### src/design/ravv_pkg.sv
// ----------------------------------------------------------------------------
// ravv_pkg: shared types and constants for the axis-angle rotate unit
// Widths, the CORDIC arctangent table and the words carried down the pipe.
// ----------------------------------------------------------------------------
package ravv_pkg;

    localparam int CW  = 32;        // coordinate width, Q16.16
    localparam int AW  = 16;        // angle width, one turn = 2^AW
    localparam int XW  = 18;        // axis width, Q1.16
    localparam int CS  = 30;        // CORDIC iterations
    localparam int XYW = 33;        // CORDIC x/y width
    localparam int ZW  = 34;        // CORDIC residual angle width
    localparam int SCW = 19;        // cosine/sine width in Q16
    localparam int TW  = SCW + 1;   // 1 - cos
    localparam int SKW = 20;        // axis times sine, Q16
    localparam int AAW = 2 * XW;    // axis component product
    localparam int PW  = TW + AAW;  // (1 - cos) * ai * aj
    localparam int MW  = 22;        // matrix entry, Q16
    localparam int VPW = MW + CW;   // entry times coordinate
    localparam int SW  = VPW + 2;   // sum of three products
    localparam int RW  = SW - 16;   // rounded result before saturation

    localparam logic signed [XYW-1:0] CORDIC_START = XYW'(652032874);

    typedef struct packed {
        logic signed [XW-1:0] ax;
        logic signed [XW-1:0] ay;
        logic signed [XW-1:0] az;
        logic signed [CW-1:0] vx;
        logic signed [CW-1:0] vy;
        logic signed [CW-1:0] vz;
    } item_t;

    typedef struct packed {
        logic                  valid;
        logic [1:0]            quad;
        logic signed [XYW-1:0] x;
        logic signed [XYW-1:0] y;
        logic signed [ZW-1:0]  z;
        item_t                 item;
    } cordic_t;

    function automatic logic [31:0] atan_turns(input logic [4:0] idx);
        logic [31:0] r;
        case (idx)
            5'd0:  r = 32'h20000000;
            5'd1:  r = 32'h12E4051E;
            5'd2:  r = 32'h09FB385B;
            5'd3:  r = 32'h051111D4;
            5'd4:  r = 32'h028B0D43;
            5'd5:  r = 32'h0145D7E1;
            5'd6:  r = 32'h00A2F61E;
            5'd7:  r = 32'h00517C55;
            5'd8:  r = 32'h0028BE53;
            5'd9:  r = 32'h00145F2F;
            5'd10: r = 32'h000A2F98;
            5'd11: r = 32'h000517CC;
            5'd12: r = 32'h00028BE6;
            5'd13: r = 32'h000145F3;
            5'd14: r = 32'h0000A2FA;
            5'd15: r = 32'h0000517D;
            5'd16: r = 32'h000028BE;
            5'd17: r = 32'h0000145F;
            5'd18: r = 32'h00000A30;
            5'd19: r = 32'h00000518;
            5'd20: r = 32'h0000028C;
            5'd21: r = 32'h00000146;
            5'd22: r = 32'h000000A3;
            5'd23: r = 32'h00000051;
            5'd24: r = 32'h00000029;
            5'd25: r = 32'h00000014;
            5'd26: r = 32'h0000000A;
            5'd27: r = 32'h00000005;
            5'd28: r = 32'h00000003;
            5'd29: r = 32'h00000001;
            default: r = 32'h00000000;
        endcase
        return r;
    endfunction

endpackage

### src/design/ravv_cordic_cell.sv
// ----------------------------------------------------------------------------
// ravv_cordic_cell: one CORDIC rotation step
// Holds one word and passes it, rotated by one micro-angle, to the next cell.
// ----------------------------------------------------------------------------
module ravv_cordic_cell
    import ravv_pkg::*;
(
    input  logic       clk,
    input  logic       rst_n,
    input  logic       en,
    input  logic [4:0] step,
    input  cordic_t    d,
    output cordic_t    q
);

    logic                  valid_reg;
    cordic_t               data_reg;
    cordic_t               data_next;
    logic signed [XYW-1:0] dx;
    logic signed [XYW-1:0] dy;
    logic signed [ZW-1:0]  da;

    always_comb
    begin
        dx = d.y >>> step;
        dy = d.x >>> step;
        da = signed'({{(ZW-32){1'b0}}, atan_turns(step)});
        data_next = d;
        if (!d.z[ZW-1])
        begin
            data_next.x = d.x - dx;
            data_next.y = d.y + dy;
            data_next.z = d.z - da;
        end
        else
        begin
            data_next.x = d.x + dx;
            data_next.y = d.y - dy;
            data_next.z = d.z + da;
        end
    end

    always_ff @(posedge clk or negedge rst_n)
    begin
        if (!rst_n)
            valid_reg <= 1'b0;
        else if (en)
            valid_reg <= d.valid;
    end

    always_ff @(posedge clk)
    begin
        if (en)
            data_reg <= data_next;
    end

    always_comb
    begin
        q = data_reg;
        q.valid = valid_reg;
    end

endmodule

### config.mk
export PLATFORM = sky130hd
export DESIGN_NAME = ravv_cordic_cell
export DESIGN_NICKNAME = d
export VERILOG_FILES = /design/src/design/ravv_pkg.sv /design/src/design/ravv_cordic_cell.sv
export SDC_FILE = /design/constraint.sdc
export NUM_CORES = 1
export LEC_CHECK = 0
export ABC_AREA = 1
export BUFFER_PORTS_ARGS = -buffer_cell sky130_fd_sc_hd__buf_2
export CORE_MARGIN = 4
export CORE_UTILIZATION = 55
export CTS_CLUSTER_DIAMETER = 40
export DETAILED_ROUTE_END_ITERATION = 10
export GPL_TIMING_DRIVEN = 1
export PLACE_DENSITY_LB_ADDON = 0.1
export SLEW_MARGIN = 15
export SYNTH_ARGS = -nofsm -noshare
export SYNTH_HDL_FRONTEND = slang
export SYNTH_SLANG_ARGS = --single-unit
### constraint.sdc
create_clock -name clk -period 1.05 [get_ports clk]
set_clock_uncertainty 0.1 [all_clocks]
set_input_delay 0.1575 -clock clk [delete_from_list [all_inputs] [get_ports clk]]
set_output_delay 0.1575 -clock clk [all_outputs]
set_load 0.02 [all_outputs]
==> flow_summary.ini, run 1 <==
[outcome]
status = aborted with a tool error
haltStage = clock tree synthesis (4_1_cts)
first-error = [ERROR DPL-0033] detailed placement checks failed during check placement.

[synth]
syn_area_um2 = 19900
synth_area_leader_cell = edfxtp_1
syn-mean-instance-area_um2 = 7.55
yosysTopAreaCellShare = 0.380
ys_warn_count = 0
ys_ff_latch = 253
syn-instance-count = 2635
synth_seq_area_share = 0.382
syn_nets = 3007
synth.distinct_cells = 54
ys_top_cells_by_area = edfxtp_1 38%, nand2_1 15%, nand3_1 9.0%, ha_1 6.8%, xor2_1 4.9%

[clock_tree]
htreeDepth = 2
post_cts_buffers = 88
numCtsBuffers = 34
post_cts_resized = 477
cts_buffer_depth = 3
cts_hold_buf = 158
cts_root_buf = clkbuf_16
cts.sinks = 253

[placement]
dp_hpwl_mm = 72.8
place.gp.congestion = 1.06
placed_area_um2 = 29500
io_buffers = 513

[die]
die_w_um = 198
boundaryPins = 514
die_h_um = 198
row_count = 69
start_util = 0.558
## metrics by stage
step	TNS [ps]	setup slack (ps)	cells	hold slack, ps	util
detailed placement	-292500	-3560	4324	-166	0.828
global placement	-274930	-3430	4324	-164	0.828
floorplan	-214030	-2910	2635	-238	-
## synthesized netlist by cell type, drive strengths merged
cell / n
edfxtp: 252
a41oi: 2
xor2: 111
a31o: 1
o221ai: 2
nand2: 835
ha: 108
a211oi: 8
nand3: 361
nand3b: 12
nor3: 18
a21o: 9
o21ai: 119
a31oi: 15
fa: 3
a221oi: 2
o31ai: 2
a22oi: 2
o32ai: 1
o21bai: 4
nor2: 215
clkbuf: 25
mux2: 1
clkinv: 1
o22ai: 3
a21boi: 2
o211ai: 8
inv: 226
xnor2: 47
nor4: 15
o2111ai: 2
nand4: 9
buf: 63
dfrtp: 1
o21a: 12
a21oi: 138
## logic make-up after synthesis
group / synth area share
XOR/XNOR: 0.0695
multiplexers: 0.000566
AO/OA/AOI/OAI: 0.0959
flip-flops: 0.382
buffers and inverters: 0.0693
adder cells (fa/ha/maj): 0.0709
AND/OR/NAND/NOR: 0.312
==> run 2, diff against run 1 <==
--- a/config.mk
+++ b/config.mk
@@ -8,11 +8,10 @@
 export ABC_AREA = 1
 export BUFFER_PORTS_ARGS = -buffer_cell sky130_fd_sc_hd__buf_2
 export CORE_MARGIN = 4
-export CORE_UTILIZATION = 55
-export CTS_CLUSTER_DIAMETER = 40
+export CORE_UTILIZATION = 40
 export DETAILED_ROUTE_END_ITERATION = 10
 export GPL_TIMING_DRIVEN = 1
-export PLACE_DENSITY_LB_ADDON = 0.1
+export PLACE_DENSITY_LB_ADDON = 0.15
 export SLEW_MARGIN = 15
 export SYNTH_ARGS = -nofsm -noshare
 export SYNTH_HDL_FRONTEND = slang
==> run 2 against run 1 <==
Compared with the run above:
- area after synthesis did not move
- the flow now finishes, with violations (hold timing, setup timing)
- synthesized cell count unchanged
==> flow_summary.ini, run 2 <==
[synth]
async_flop_share = 0.00395
ys.flop_type = edfxtp_1
ys_ff_latch = 253
syn_area_um2 = 19900
synth_area_leader_cell = edfxtp_1
ys_top_cells_by_area = edfxtp_1 38%, nand2_1 15%, nand3_1 9.0%, ha_1 6.8%, xor2_1 4.9%
yosysTopAreaCellShare = 0.380
syn-instance-count = 2635
synth_edf_count = 252
syn_nets = 3007
syn-mean-instance-area_um2 = 7.55
synth_most_common_cell = nand2_1
synth_seq_area_share = 0.382
synth.distinct_cells = 54
ys_warn_count = 0
synthTopCellsByCount = 816 x nand2_1, 357 x nand3_1, 252 x edfxtp_1, 207 x inv_1, 201 x nor2_1

[timing]
slew_viol_final = 0
hold_viol = 2
whs_ps = -186
rsz0062_at_grt = yes
worstMarginPinSlew_ps = 515
relSlewSlack = 0.655
fin_crit_sh = 3.51
max_freq_mhz = 272
period_needed_ps = 3680
setup_ws_ps = -2630
setup_viol = 606

[layout]
fin_cells = 4828
final_util = 0.734
final_common_cell = buf_4
nets = 4505
largest_register_ffs = 252
drive_gt1_frac = 0.495
final_cell_mix = 808 x buf_4, 690 x nand2_1, 494 x buf_2
regArea_um2 = 7590
fillers = 3746
multi_input_area_um2 = 14000
syn_to_final_growth_pct = 81.0

[pwr]
power_switching_mw = 19.0
pwr-share-clk = 0.199
max-vdd-ir-drop_mv = 0.981
seqPwrFrac = 0.271
internal-power_mw = 31.6
p_sw_frac = 0.376
leakage_nw = 17.4
power_frac_comb = 0.530
power.density_nw_per_um2 = 1400

[clock_tree]
clk_latency_ps = 550
cts_buffer_depth = 3
numCtsBuffers = 27
cts_tree = built
cts_hold_buf = 156
cts.sinks = 253
cts_root_buf = clkbuf_16
clk_pin_slew_ps = 70
htreeDepth = 1

[detailed_routing]
drtAntennaViolNets = 0
vias = 25100
avgViaCountPerCell = 5.20
totalWireLength_mm = 94.0
dr.pass1.iters = 6
drt_iter0_drc = 2109
avgRoutedWirePerCell_um = 19.5
drc = 0

[die]
core-area_um2 = 49100
boundaryPins = 514
dieArea_um2 = 53400
row_count = 81
die_w_um = 231
start_util = 0.406
die_h_um = 231

[placement]
io_buffers = 513
dp_hpwl_mm = 69.5
place.gp.congestion = 1.01
placed_cells = 4515
dp_slack_ps = -3440

[grt]
grt_pass1_vias = 24400
grt_usage = 0.318
gr-total-overflow = 0
antenna_found_initial = 13
grt_pass1_wl_mm = 135
grt_max_degree = 47

[worst_setup_path]
crit_type = input pin to flop
rrSetupSlack_ps = 200
path_delay_family = compound AO/OA/AOI/OAI gates
rr_startpoint = valid_reg$_DFFE_PN0P_
critPathMostFrequentCell = nor2_4
crit_end = q[179]$_DFFE_PP_
end_kind = flop
cp_max_fo = 5
slowest_delay_ps = 290
r2r_end = valid_reg$_DFFE_PN0P_
crit_buf_inv = 7
startpoint = step[0]
cp.arrival_ps = 3900
cp.depth = 29
worstSetupStartpointType = input pin
required_ps = 1260
reg2regPathDepth = 1
slowest_stage = ha_1

[hold_path]
min_path_type = input pin to flop

[outcome]
violations = hold timing, setup timing
status = finished with violations

[run]
max_cap_violations = 0
[run 2: cell counts after synthesis]
No cell type changed its count.
[run 2: per-stage QoR]
stage | TNS, ps | total power [mW] | area, µm² | hold slack [ps]
final | -351340 | 50.6 | 36000 | -186
after global routing | -380420 | 53.1 | 36000 | -198
after CTS | -339340 | 47.4 | 33400 | -211
after detailed placement | -283990 | 35.7 | 29800 | -163
after global placement | -277170 | 35.5 | 29800 | -166
after floorplan | -214030 | 25.1 | 20600 | -238
[run 2: timing repair]
item                                   4_1_cts  5_1_grt
buffers inserted                            35       52
endpoints found under the hold margin      181        3
cloned                                       2       13
resized for setup                          170      459
setup endpoints to repair                  353      606
pin swaps                                   82      127
[run 2: routing by layer]
metal	global-route usage	routed length, µm	up-vias
met3	0.0517	7140	285
li1	-	-	11900
met4	0.134	4850	8
met2	0.572	46800	1138
met1	0.377	35200	11800
met5	0	57	-
[run 2: cells by family after synthesis]
kind of cell    Yosys count  share of synthesized area
flops                   253                      0.382
fa+ha+maj               111                     0.0709
compound gates          332                     0.0959
xor+xnor                158                     0.0695
simple gates           1465                      0.312
mux                       1                   0.000566
buf+inv                 315                     0.0693
[run 2: how the worst min path moves through the flow]
stage                     cells after the start  slack, ps  startpoint               endpoint
after floorplan                               0       -240       rst_n  valid_reg$_DFFE_PN0P_
after global placement                        1       -170       rst_n  valid_reg$_DFFE_PN0P_
after detailed placement                      1       -160       rst_n  valid_reg$_DFFE_PN0P_
after CTS                                     2       -210      d[150]       q[150]$_DFFE_PP_
after global routing                          2       -200      d[150]       q[150]$_DFFE_PP_
final                                         2       -190      d[150]       q[150]$_DFFE_PP_
[run 2: cell type report]
type / count / area share
Antenna cell: 12 / 0.000834
Sequential cell: 253 / 0.211
Clock buffer: 30 / 0.0191
Multi-Input combinational cell: 2067 / 0.390
Inverter: 227 / 0.0249
Clock inverter: 18 / 0.00636
Tap cell: 664 / 0.0231
Timing Repair Buffer: 1555 / 0.324
Timing Repair inverter: 2 / 0.000625
[run 2: power groups by stage]
| stage | clock, mW | combinational, mW | sequential [mW] |
|---|---|---|---|
| 6_report | 10.1 | 26.8 | 13.7 |
| 5_1_grt | 10.7 | 28.6 | 13.9 |
| 4_1_cts | 10.1 | 23.6 | 13.7 |
| 3_5_place_dp | 0 | 21.8 | 13.8 |
| 3_3_place_gp | 0 | 21.7 | 13.8 |
| 2_1_floorplan | 0 | 9.11 | 15.9 |
(Power assumes the default switching activity.)
